===== src/hw/rtl/sct_pkg.sv =====
// Package for the serial command tokenizer: types, character codes and state encodings.
// No dependencies; imported by serial_command_tokenizer and the testbench.
`timescale 1ns / 1ps

package sct_pkg;

    // Characters that the tokenizer reacts to.
    localparam logic [7:0] CH_SEMI  = 8'h3B;
    localparam logic [7:0] CH_SPACE = 8'h20;
    localparam logic [7:0] CH_PLUS  = 8'h2B;
    localparam logic [7:0] CH_MINUS = 8'h2D;
    localparam logic [7:0] CH_ZERO  = 8'h30;
    localparam logic [7:0] CH_NINE  = 8'h39;
    localparam logic [7:0] CH_NUL   = 8'h00;

    // Magnitude saturation point and the largest positive index.
    localparam logic [31:0] MAG_LIMIT = 32'h8000_0000;
    localparam logic [31:0] POS_MAX   = 32'h7FFF_FFFF;

    // Fixed field widths of the result transaction.
    localparam int DATA_COUNT_W = 6;

    // Register word addresses (byte address bit 3).
    localparam logic REG_COUNT = 1'b0;
    localparam logic REG_CHARS = 1'b1;

    // Where the tokenizer is within the current command.
    typedef enum logic [2:0] {
        PH_WAIT_HDR,
        PH_IN_HDR,
        PH_WAIT_DATA,
        PH_IN_DATA,
        PH_DONE
    } phase_t;

    // Index parser state of one command slot.
    typedef enum logic [1:0] {
        DM_START,
        DM_SIGN,
        DM_DIGITS,
        DM_END
    } digit_mode_t;

    // One entry of the slot memory.
    typedef struct packed {
        digit_mode_t mode;
        logic        negative;
        logic [31:0] value;
    } slot_entry_t;

    // Control sequencer states.
    typedef enum logic [2:0] {
        ST_IDLE,
        ST_HDR,
        ST_TERM_IDX,
        ST_EMIT_CMD,
        ST_DATA_RD,
        ST_DATA_LD
    } state_t;

endpackage


===== src/hw/rtl/serial_command_tokenizer.sv =====
// Top level of the serial command tokenizer: byte input channel, result output channel, APB port.
// Depends on sct_pkg; holds the slot memory and the data byte memory.
`timescale 1ns / 1ps

// The block takes one received byte per input transaction and splits ';'-terminated commands
// into a header token and a data token. Each of the MAX_CMDS command slots keeps its index
// parser state in a small slot memory with registered read data; a header byte walks that
// memory one slot per cycle in a read/modify/write pipeline and stalls the input until the
// walk ends, while a space, a zero byte or a data byte does not stall it. Data bytes go
// straight into a DATA_MAX-entry byte memory. On ';' the first seen slot below command_count
// selects the command: its entry is read, ST_TERM_IDX forms the saturated index, then one
// command result transaction and one transaction per stored data byte follow; each data byte
// takes a data memory read, then a load of the output register, which waits while the output
// is stalled. A ';' without a match does not stall the input. The output register lets a
// finished result wait while parsing of the next command goes on. Registers: command_count at
// byte address 0, command_chars at 8.
module serial_command_tokenizer #(
    parameter int MAX_CMDS = 8,
    parameter int DATA_MAX = 32
) (
    input  logic                             clk,
    input  logic                             rst_n,
    // Byte input channel.
    input  logic                             rx_valid,
    output logic                             rx_stall,
    input  logic [7:0]                       rx_byte,
    // Result output channel.
    output logic                             res_valid,
    input  logic                             res_stall,
    output logic                             is_data,
    output logic [7:0]                       cmd_char,
    output logic signed [31:0]               cmd_index,
    output logic [7:0]                       data_byte,
    output logic [sct_pkg::DATA_COUNT_W-1:0] data_count,
    output logic                             data_truncated,
    output logic                             last,
    // Configuration port.
    input  logic                             psel,
    input  logic                             penable,
    input  logic                             pwrite,
    input  logic [3:0]                       paddr,
    input  logic [63:0]                      pwdata,
    output logic [63:0]                      prdata,
    output logic                             pready
);
    import sct_pkg::*;

    localparam int SLOT_W = (MAX_CMDS > 1) ? $clog2(MAX_CMDS) : 1;
    localparam int CNT_W  = $clog2(MAX_CMDS + 1);
    localparam int DW     = (DATA_MAX > 1) ? $clog2(DATA_MAX) : 1;
    localparam int LEN_W  = $clog2(DATA_MAX + 1);

    // Configuration registers.
    logic [3:0]  command_count_reg;
    logic [63:0] command_chars_reg;

    // Parsing state.
    state_t                state_reg, state_next;
    phase_t                phase_reg;
    logic [MAX_CMDS-1:0]   seen_reg;
    logic [MAX_CMDS-1:0]   slot_valid_reg;
    logic [7:0]            byte_reg;
    logic [CNT_W-1:0]      cnt_reg;
    logic                  p_valid_reg;
    logic [SLOT_W-1:0]     p_idx_reg;
    logic [SLOT_W-1:0]     chosen_reg;
    logic [LEN_W-1:0]      len_reg;
    logic                  ovf_reg;
    logic [LEN_W-1:0]      k_reg;

    // Memories and their registered read data.
    slot_entry_t           slot_mem [MAX_CMDS];
    slot_entry_t           slot_rd_reg;
    logic                  slot_rd_valid_reg;
    logic [7:0]            data_mem [DATA_MAX];
    logic [7:0]            data_rd_reg;

    // Held command result fields.
    logic [7:0]            hold_char_reg;
    logic [31:0]           hold_index_reg;

    // Output register.
    logic                  out_valid_reg;
    logic                  is_data_reg;
    logic [7:0]            cmd_char_reg;
    logic [31:0]           cmd_index_reg;
    logic [7:0]            data_byte_reg;
    logic [DATA_COUNT_W-1:0] data_count_reg;
    logic                  data_trunc_reg;
    logic                  last_reg;

    // Combinational control.
    logic                  rx_take;
    logic                  is_nul, is_semi, is_space;
    logic                  hdr_byte;
    logic                  data_in;
    logic                  found;
    logic [SLOT_W-1:0]     found_idx;
    logic                  slot_rd_en;
    logic [SLOT_W-1:0]     slot_rd_addr;
    logic                  out_free;
    logic                  load_cmd;
    logic                  load_data;
    logic                  do_clear;
    logic                  data_last;
    slot_entry_t           slot_cur;
    slot_entry_t           slot_new;
    logic [7:0]            slot_char;
    logic [31:0]           index_calc;
    phase_t                phase_next;
    logic                  cfg_write;

    // ---------------------------------------------------------------------------------
    // Configuration port. Registers are decoded on byte address bit 3.
    // ---------------------------------------------------------------------------------
    assign pready    = 1'b1;
    assign cfg_write = psel && penable && pwrite;
    assign prdata    = (paddr[3] == REG_CHARS) ? command_chars_reg
                                               : {60'd0, command_count_reg};

    always_ff @(posedge clk or negedge rst_n)
    begin
        if (!rst_n)
        begin
            command_count_reg <= 4'd0;
            command_chars_reg <= 64'd0;
        end
        else if (cfg_write)
        begin
            if (paddr[3] == REG_COUNT)
            begin
                command_count_reg <= pwdata[3:0];
            end
            else
            begin
                command_chars_reg <= pwdata;
            end
        end
    end

    // ---------------------------------------------------------------------------------
    // Input decode. The input is only taken while the sequencer is idle.
    // ---------------------------------------------------------------------------------
    assign rx_stall = (state_reg != ST_IDLE);
    assign rx_take  = rx_valid && !rx_stall;
    assign is_nul   = (rx_byte == CH_NUL);
    assign is_semi  = (rx_byte == CH_SEMI);
    assign is_space = (rx_byte == CH_SPACE);

    // Phase tracking for ordinary bytes; the header and data flags say what work follows.
    always_comb
    begin
        phase_next = phase_reg;
        hdr_byte   = 1'b0;
        data_in    = 1'b0;
        unique case (phase_reg)
            PH_WAIT_HDR:
            begin
                if (!is_space)
                begin
                    phase_next = PH_IN_HDR;
                    hdr_byte   = 1'b1;
                end
            end
            PH_IN_HDR:
            begin
                if (is_space)
                begin
                    phase_next = PH_WAIT_DATA;
                end
                else
                begin
                    hdr_byte = 1'b1;
                end
            end
            PH_WAIT_DATA:
            begin
                if (!is_space)
                begin
                    phase_next = PH_IN_DATA;
                    data_in    = 1'b1;
                end
            end
            PH_IN_DATA:
            begin
                if (is_space)
                begin
                    phase_next = PH_DONE;
                end
                else
                begin
                    data_in = 1'b1;
                end
            end
            default:
            begin
                phase_next = phase_reg;
            end
        endcase
    end

    // The first seen slot below the configured count selects the command.
    always_comb
    begin
        found     = 1'b0;
        found_idx = '0;
        for (int i = MAX_CMDS - 1; i >= 0; i--)
        begin
            if (seen_reg[i] && (4'(i) < command_count_reg))
            begin
                found     = 1'b1;
                found_idx = SLOT_W'(i);
            end
        end
    end

    // ---------------------------------------------------------------------------------
    // Slot update: the modify step of the header read/modify/write pipeline.
    // ---------------------------------------------------------------------------------
    assign slot_cur  = slot_rd_valid_reg ? slot_rd_reg : '0;
    assign slot_char = command_chars_reg[{p_idx_reg, 3'b000} +: 8];

    always_comb
    begin
        logic        digit;
        logic [3:0]  d;
        logic [35:0] m;
        digit    = (byte_reg >= CH_ZERO) && (byte_reg <= CH_NINE);
        d        = digit ? 4'(byte_reg - CH_ZERO) : 4'd0;
        m        = {1'b0, slot_cur.value, 3'b000} + {3'b000, slot_cur.value, 1'b0}
                   + {32'd0, d};
        slot_new = slot_cur;
        if (seen_reg[p_idx_reg])
        begin
            case (slot_cur.mode)
                DM_START:
                begin
                    if (byte_reg == CH_PLUS)
                    begin
                        slot_new.mode = DM_SIGN;
                    end
                    else if (byte_reg == CH_MINUS)
                    begin
                        slot_new.mode     = DM_SIGN;
                        slot_new.negative = 1'b1;
                    end
                    else if (digit)
                    begin
                        slot_new.mode  = DM_DIGITS;
                        slot_new.value = {28'd0, d};
                    end
                    else
                    begin
                        slot_new.mode = DM_END;
                    end
                end
                DM_SIGN, DM_DIGITS:
                begin
                    if (digit)
                    begin
                        slot_new.mode  = DM_DIGITS;
                        slot_new.value = (m > {4'd0, MAG_LIMIT}) ? MAG_LIMIT : m[31:0];
                    end
                    else
                    begin
                        slot_new.mode = DM_END;
                    end
                end
                default:
                begin
                    slot_new = slot_cur;
                end
            endcase
        end
        else if (byte_reg == slot_char)
        begin
            slot_new = '0;
        end
    end

    // Index of the chosen slot: negation of the magnitude, or positive saturation.
    always_comb
    begin
        if (slot_cur.negative)
        begin
            index_calc = 32'd0 - slot_cur.value;
        end
        else
        begin
            index_calc = (slot_cur.value > POS_MAX) ? POS_MAX : slot_cur.value;
        end
    end

    // ---------------------------------------------------------------------------------
    // Sequencer: next state.
    // ---------------------------------------------------------------------------------
    assign out_free  = !out_valid_reg || !res_stall;
    assign data_last = ((k_reg + LEN_W'(1)) == len_reg);

    always_comb
    begin
        state_next = state_reg;
        unique case (state_reg)
            ST_IDLE:
            begin
                if (rx_take && !is_nul)
                begin
                    if (is_semi)
                    begin
                        if (found)
                        begin
                            state_next = ST_TERM_IDX;
                        end
                    end
                    else if (hdr_byte)
                    begin
                        state_next = ST_HDR;
                    end
                end
            end
            ST_HDR:
            begin
                if (cnt_reg == CNT_W'(MAX_CMDS))
                begin
                    state_next = ST_IDLE;
                end
            end
            ST_TERM_IDX:
            begin
                state_next = ST_EMIT_CMD;
            end
            ST_EMIT_CMD:
            begin
                if (out_free)
                begin
                    state_next = (len_reg == '0) ? ST_IDLE : ST_DATA_RD;
                end
            end
            ST_DATA_RD:
            begin
                state_next = ST_DATA_LD;
            end
            ST_DATA_LD:
            begin
                if (out_free)
                begin
                    state_next = data_last ? ST_IDLE : ST_DATA_RD;
                end
            end
            default:
            begin
                state_next = ST_IDLE;
            end
        endcase
    end

    // Sequencer: strobes.
    always_comb
    begin
        slot_rd_en   = 1'b0;
        slot_rd_addr = '0;
        load_cmd     = 1'b0;
        load_data    = 1'b0;
        do_clear     = 1'b0;
        unique case (state_reg)
            ST_IDLE:
            begin
                if (rx_take && is_semi)
                begin
                    slot_rd_en   = found;
                    slot_rd_addr = found_idx;
                    do_clear     = !found;
                end
            end
            ST_HDR:
            begin
                slot_rd_en   = (cnt_reg < CNT_W'(MAX_CMDS));
                slot_rd_addr = cnt_reg[SLOT_W-1:0];
            end
            ST_EMIT_CMD:
            begin
                load_cmd = out_free;
                do_clear = out_free && (len_reg == '0);
            end
            ST_DATA_LD:
            begin
                load_data = out_free;
                do_clear  = out_free && data_last;
            end
            default:
            begin
                slot_rd_en = 1'b0;
            end
        endcase
    end

    // ---------------------------------------------------------------------------------
    // Control registers.
    // ---------------------------------------------------------------------------------
    always_ff @(posedge clk or negedge rst_n)
    begin
        if (!rst_n)
        begin
            state_reg      <= ST_IDLE;
            phase_reg      <= PH_WAIT_HDR;
            seen_reg       <= '0;
            slot_valid_reg <= '0;
            cnt_reg        <= '0;
            p_valid_reg    <= 1'b0;
            len_reg        <= '0;
            ovf_reg        <= 1'b0;
            k_reg          <= '0;
            out_valid_reg  <= 1'b0;
        end
        else
        begin
            state_reg   <= state_next;
            p_valid_reg <= (state_reg == ST_HDR) && slot_rd_en;

            if (state_reg == ST_HDR)
            begin
                cnt_reg <= cnt_reg + CNT_W'(1);
            end
            else
            begin
                cnt_reg <= '0;
            end

            // Write stage of the header pipeline marks the slot as written, and as seen on a match.
            if (p_valid_reg)
            begin
                slot_valid_reg[p_idx_reg] <= 1'b1;
                if (!seen_reg[p_idx_reg] && (byte_reg == slot_char))
                begin
                    seen_reg[p_idx_reg] <= 1'b1;
                end
            end

            if (rx_take && !is_nul && !is_semi)
            begin
                phase_reg <= phase_next;
                if (data_in)
                begin
                    if (len_reg < LEN_W'(DATA_MAX))
                    begin
                        len_reg <= len_reg + LEN_W'(1);
                    end
                    else
                    begin
                        ovf_reg <= 1'b1;
                    end
                end
            end

            if (state_reg == ST_EMIT_CMD)
            begin
                k_reg <= '0;
            end
            else if (load_data)
            begin
                k_reg <= k_reg + LEN_W'(1);
            end

            if (load_cmd || load_data)
            begin
                out_valid_reg <= 1'b1;
            end
            else if (!res_stall)
            begin
                out_valid_reg <= 1'b0;
            end

            // End of a command, with or without a match.
            if (do_clear)
            begin
                phase_reg      <= PH_WAIT_HDR;
                seen_reg       <= '0;
                slot_valid_reg <= '0;
                len_reg        <= '0;
                ovf_reg        <= 1'b0;
            end
        end
    end

    // ---------------------------------------------------------------------------------
    // Payload registers.
    // ---------------------------------------------------------------------------------
    always_ff @(posedge clk)
    begin
        if (rx_take)
        begin
            byte_reg <= rx_byte;
        end
        if (rx_take && is_semi)
        begin
            chosen_reg <= found_idx;
        end
        p_idx_reg <= cnt_reg[SLOT_W-1:0];

        if (state_reg == ST_TERM_IDX)
        begin
            hold_char_reg  <= command_chars_reg[{chosen_reg, 3'b000} +: 8];
            hold_index_reg <= index_calc;
        end

        if (load_cmd)
        begin
            is_data_reg    <= 1'b0;
            cmd_char_reg   <= hold_char_reg;
            cmd_index_reg  <= hold_index_reg;
            data_byte_reg  <= 8'd0;
            data_count_reg <= DATA_COUNT_W'(len_reg);
            data_trunc_reg <= ovf_reg;
            last_reg       <= (len_reg == '0);
        end
        else if (load_data)
        begin
            is_data_reg   <= 1'b1;
            data_byte_reg <= data_rd_reg;
            last_reg      <= data_last;
        end
    end

    // ---------------------------------------------------------------------------------
    // Slot memory: one read port, one write port, registered read data.
    // ---------------------------------------------------------------------------------
    always_ff @(posedge clk)
    begin
        if (slot_rd_en)
        begin
            slot_rd_reg       <= slot_mem[slot_rd_addr];
            slot_rd_valid_reg <= slot_valid_reg[slot_rd_addr];
        end
        if (p_valid_reg)
        begin
            slot_mem[p_idx_reg] <= slot_new;
        end
    end

    // ---------------------------------------------------------------------------------
    // Data byte memory.
    // ---------------------------------------------------------------------------------
    always_ff @(posedge clk)
    begin
        if (rx_take && !is_nul && !is_semi && data_in && (len_reg < LEN_W'(DATA_MAX)))
        begin
            data_mem[len_reg[DW-1:0]] <= rx_byte;
        end
        if (state_reg == ST_DATA_RD)
        begin
            data_rd_reg <= data_mem[k_reg[DW-1:0]];
        end
    end

    // ---------------------------------------------------------------------------------
    // Outputs.
    // ---------------------------------------------------------------------------------
    assign res_valid      = out_valid_reg;
    assign is_data        = is_data_reg;
    assign cmd_char       = cmd_char_reg;
    assign cmd_index      = cmd_index_reg;
    assign data_byte      = data_byte_reg;
    assign data_count     = data_count_reg;
    assign data_truncated = data_trunc_reg;
    assign last           = last_reg;

endmodule


===== config.mk =====
export PLATFORM = sky130hd
export DESIGN_NAME = serial_command_tokenizer
export DESIGN_NICKNAME = d
export VERILOG_FILES = /design/src/hw/rtl/sct_pkg.sv /design/src/hw/rtl/serial_command_tokenizer.sv
export SDC_FILE = /design/constraint.sdc
export NUM_CORES = 1
export LEC_CHECK = 0
export ABC_CLOCK_PERIOD_IN_PS = 4550
export BUFFER_PORTS_ARGS = -buffer_cell sky130_fd_sc_hd__buf_2
export CORE_ASPECT_RATIO = 1.2
export CORE_MARGIN = 5
export CORE_UTILIZATION = 50
export CTS_CLUSTER_SIZE = 25
export DETAILED_ROUTE_END_ITERATION = 6
export HOLD_SLACK_MARGIN = 0.1
export MAX_ROUTING_LAYER = met4
export PLACE_DENSITY = 0.72
export SLEW_MARGIN = 20
export SYNTH_ARGS = -nofsm -noshare
export SYNTH_HDL_FRONTEND = slang
export SYNTH_SLANG_ARGS = --single-unit

===== constraint.sdc =====
create_clock -name clk -period 4.55 [get_ports clk]
set_input_delay 0.455 -clock clk [delete_from_list [all_inputs] [get_ports clk]]
set_output_delay 0.455 -clock clk [all_outputs]
set_load 0.1 [all_outputs]

[Word-level counts from Yosys, hierarchy flattened]
Memory sizes are Yosys's and may differ from the RTL's. A register that Yosys moved wholly into a read port is not among the register bits.
Cells that the tools add are included.
Cells by class
  add/subtract/negate cells: 7
  magnitude comparators: 17
  equal/unequal tests: 29
  shifts and indexed selects: 2
  multiplexer cells: 93
  bitwise operators: 3
  reductions and logical operators: 55
Operator list (count)
  two-way mux 32 bit: 6
  indexed part select 64 x 7 -> 8 bit: 2
  two-way mux 35 bit: 3
  two-way mux 3 bit: 24
  two-way mux 64 bit: 1
  one-hot mux 32 bit (2 select lines): 1
  two-way mux 8 bit: 5
  adder 35 x 33 -> 36 bit: 1
  adder 36 x 4 -> 36 bit: 1
  greater-than comparator 36 x 32 -> 1 bit (second input constant): 1
  two-way mux 6 bit: 6
  two-way mux 1 bit: 33
  two-way mux 33 bit: 1
  == test 8 x 6 -> 1 bit (second input constant): 4
  greater-than comparator 32 x 31 -> 1 bit (second input constant): 1
  subtractor 1 x 32 -> 32 bit (first input constant): 1
  logical AND 1 bit: 22
  != test 3 bit (second input constant): 6
  one-hot mux 3 bit (6 select lines): 1
  < comparator 3 x 4 -> 1 bit (first input constant): 4
  OR 8 bit: 2
  nonzero test 2 bit: 7
  adder 6 x 1 -> 6 bit (second input constant): 2
  == test 3 x 2 -> 1 bit (second input constant): 4
  other kinds (41): 67
Word-level totals
  register bits after elaboration: 221
  RAM bits: 536
  input bits: 83
  output and inout bits: 124
  word-level logic and storage cells: 233
  memories: 2
Memories
  slot_mem: words 8, width 35, rd ports 1, clocked after Yosys merged registers in 1, write ports 1, RTL line serial_command_tokenizer.sv:72  | slot_entry_t slot_mem [MAX_CMDS];
  data_mem: words 32, width 8, rd ports 1, clocked after Yosys merged registers in 1, write ports 1, RTL line serial_command_tokenizer.sv:75  | logic [7:0] data_mem [DATA_MAX];

[Longest topological paths before layout]
  word-level depth: 15
  gate-level depth with buffers: 19
  gate-level depth less buffers: 16

[Worst setup path before layout]
No wires, ideal clock.
  path type: register to register
  start point: register slot_rd_valid_reg
  end point: memory slot_mem[0][1] (netlist name), data pin
  setup time: 307 ps
  arrival time: 4297 ps
  data required time: 4243 ps
  slack: -54 ps
  cell stages (with the launch flop): 16
  path buffers: 3
  clock period less this slack: 4604 ps
  path through: edfxtp_1 > clkbuf_1 > clkbuf_1 > clkbuf_1 > nand2_1 > inv_1 > fa_1 > ha_1 > a211oi_2 > o31ai_2 > a22oi_2 > a2111oi_2 > o41a_1 > a21oi_2 > o2111ai_4 > o41ai_1
RTL lines
  start, declared: RTL line serial_command_tokenizer.sv:74  | logic slot_rd_valid_reg;
  start signal, assigned: RTL line serial_command_tokenizer.sv:532  | slot_rd_valid_reg <= slot_valid_reg[slot_rd_addr];
  end, declared: RTL line serial_command_tokenizer.sv:72

==> metrics <==
status=finished clean; synthesis-to-layout area growth=17.29%; wire length per cell=approximately 24 µm; CTS buffer count=76; Via density=6.021; Distinct cells, synth=88; Final Max Tran Viols=0; max cap viols=0; Gate Count Post-Synth=2,482; Ys Warns=0; largest net degree at the start of global routing=~110; Yosys reg bits=800; Slew @ Worst Pin=1.081 ns; drt pass-1 iters=7; gr ovfl total=0; commonest cells after routing, fill and taps aside=edfxtp_1 (679), buf_2 (201), buf_4 (148), nand2_1 (140), nor2_1 (132); CTS Sinks=800; crit path kind=reg -> reg; H-tree depth=3; clock buffer depth=3; share of cells above drive strength 1=0.2538; register area share after synthesis=0.6437; Leak=15.69 nW; hpwl dp=roughly 62 mm; first-pass GRT wire length=142.0 mm; Synth Flop Type=edfxtp_1; number of synthesized flops with an enable pin=679; Ports=207; fin crit period=about 4.4 ns; R2R Setup Slk=0.11 ns; Hold WC Path Type=in -> reg; element type at the critical path end=flip-flop; ys async rst share=0.1363; Startpoint Class=flip-flop; dpl cell area=39,130 µm²; Core ar.=roughly 72,000 µm²; Worst VDD drop=around 0.00042 V; CP required=5.04 ns; Post-layout nets=2,993; GRT Total Usage=0.2401; Clock transition at path regs=0.07 ns; detailed-route DRC error count=0; post-route ant nets=0; Syn Nets=approximately 2,600; via count=23,080; RD Place Congestion=around 0.96; Initial Util=0.5029; Fillers=5,468; Max-Slew Margin vs Limit=0.2774; initial antenna violation count=2; fin crit share=0.9749; clock root buffer=clkbuf_16; die area=78,090 µm²; Worst Skew=0.06848 ns; Critical Path AT=4.92 ns; Row Count=108; total power=0.03109 W; Post-Syn Area per Cell=between 10 and 15 µm²; vias in the first global route=23,810; initial drt markers=2,232; Peak Freq=225.4 MHz; final instance area=42,560 µm²; Final Setup Violations=0; clk_lat worst skew=0.65 ns; die width=255.9 µm; die height=305.1 µm; Worst Path Max Fanout=9; power density over the cells=730.4 nW/µm²; CTS tree=built; max reg flops=280; most common cell after layout, fill and taps aside=edfxtp_1; synthesized area=roughly 36,000 µm²; I/O Buffers=202; Hold Vio Cnt, Final=0; Detailed Route WL=93.39 mm
area by class of cell:
class | count | area, µm² | area share
repair buffers | 423 | 2958 | 0.06949
diodes | 2 | 5.005 | 0.0001176
well taps | 935 | 1170 | 0.02748
flip-flops and latches | 800 | 23360 | 0.5489
clock inverters | 46 | 559.3 | 0.01314
clock buffers | 94 | 2019 | 0.04744
inverters | 34 | 127.6 | 0.002998
multi-input cells | 1499 | 12360 | 0.2905
cell families after synthesis:
kind of cell / count (synthesis) / share of synthesized area
compound gates: 482 / 0.09034
xor+xnor: 52 / 0.01276
fa+ha+maj: 76 / 0.02662
buf+inv: 183 / 0.02217
flops: 800 / 0.6437
mux: 290 / 0.1201
other cells: 1 / 0.0001033
simple gates: 598 / 0.08423
power breakdown:
part	switching (W)	internal (W)	total [W]
sequential	0.000942	0.0102	0.0111
clock	0.00283	0.00362	0.00646
combinational	0.00841	0.00508	0.0135
total	0.0122	0.0189	0.0311
routing by layer:
metal	track usage	part of all wire
met2	0.4078	0.52
met5	-	0
met4	0.09316	0.042
met3	0.03047	0.055
met1	0.2971	0.39
cells in the mapped netlist, types with 7 or more instances:
cell      number  area share
dfxtp_1       12      0.0066
o21ai_0       51      0.0070
buf_2         40      0.0055
inv_1         33      0.0034
a211oi_1     113       0.023
mux2_2        90       0.028
xor2_1        32      0.0077
clkbuf_1      87      0.0090
nor4_1        11      0.0019
nor2_1       140       0.014
nand3_1       28      0.0039
xnor2_1       19      0.0046
mux2i_1       89       0.025
nand2_1      140       0.014
nand2b_1      17      0.0029
o31ai_1       33      0.0068
dfrtp_1      109       0.075
nand4_1       17      0.0029
o21ai_1       24      0.0033
buf_4          8      0.0017
ha_1          74       0.026
a22oi_1        9      0.0019
nor2b_1       78       0.013
and3_1         8      0.0014
o21a_1         7      0.0014
edfxtp_1     679        0.56
a31oi_1       15      0.0026
nor3_1        28      0.0039
and2_1        92       0.016
a21o_1        41      0.0085
mux4_2       107       0.066
o22ai_1        9      0.0016
a21oi_1      120       0.017
buf_1          9     0.00093
timing repair:
item	in CTS	in global routing
hold endpoints to repair	136	0
hold buffers	65	0
endpoints found under the setup margin	26	248
gates resized for setup	2	21
cloned	0	2
pin swaps	0	7
setup buffers	0	3
worst paths after layout:
path,startpoint,to,cells after the start
setup / recovery,byte_reg[7],slot_mem[4][11],19
hold / removal,res_stall,res_valid,3
setup reg to reg,byte_reg[7],slot_mem[4][11],19
hold reg to reg,hold_char_reg[5],cmd_char[5],0
max in group asynchronous,rst_n,k_reg[0],3
min in group asynchronous,rst_n,command_chars_reg[32],2
critical path: stages, from the launching register on:
cell and delay, ns:
edfxtp_1 0.42, nor3b_2 0.24, and3_4 0.23, buf_4 0.16
and2_1 0.14, ha_1 0.24, ha_1 0.23, inv_1 0.08
fa_1 0.22, nor2b_2 0.06, o31a_1 0.36, o21ai_2 0.21
o21ai_2 0.12, a31oi_2 0.19, mux2i_2 0.29, o2111ai_4 0.18
buf_4 0.20, clkbuf_16 0.17, o31ai_1 0.33, buf_4 0.21
metrics by stage:
step	std cells	setup WS, ns	hold slack [ns]	TNS (ns)	util
final	3833	0.1140	0.2071	0	0.5899
after floorplan	2482	-0.05401	0.1594	-4.333	-
after CTS	3826	-0.01351	0.1730	-0.1719	0.5871
after global placement	3621	0.1198	0.4040	0	0.5422
after detailed placement	3621	0.003082	0.4045	0	0.5422
after global routing	3833	-0.008781	0.2136	-0.1362	0.5899
No activity file was read; power rests on OpenSTA's default activity.
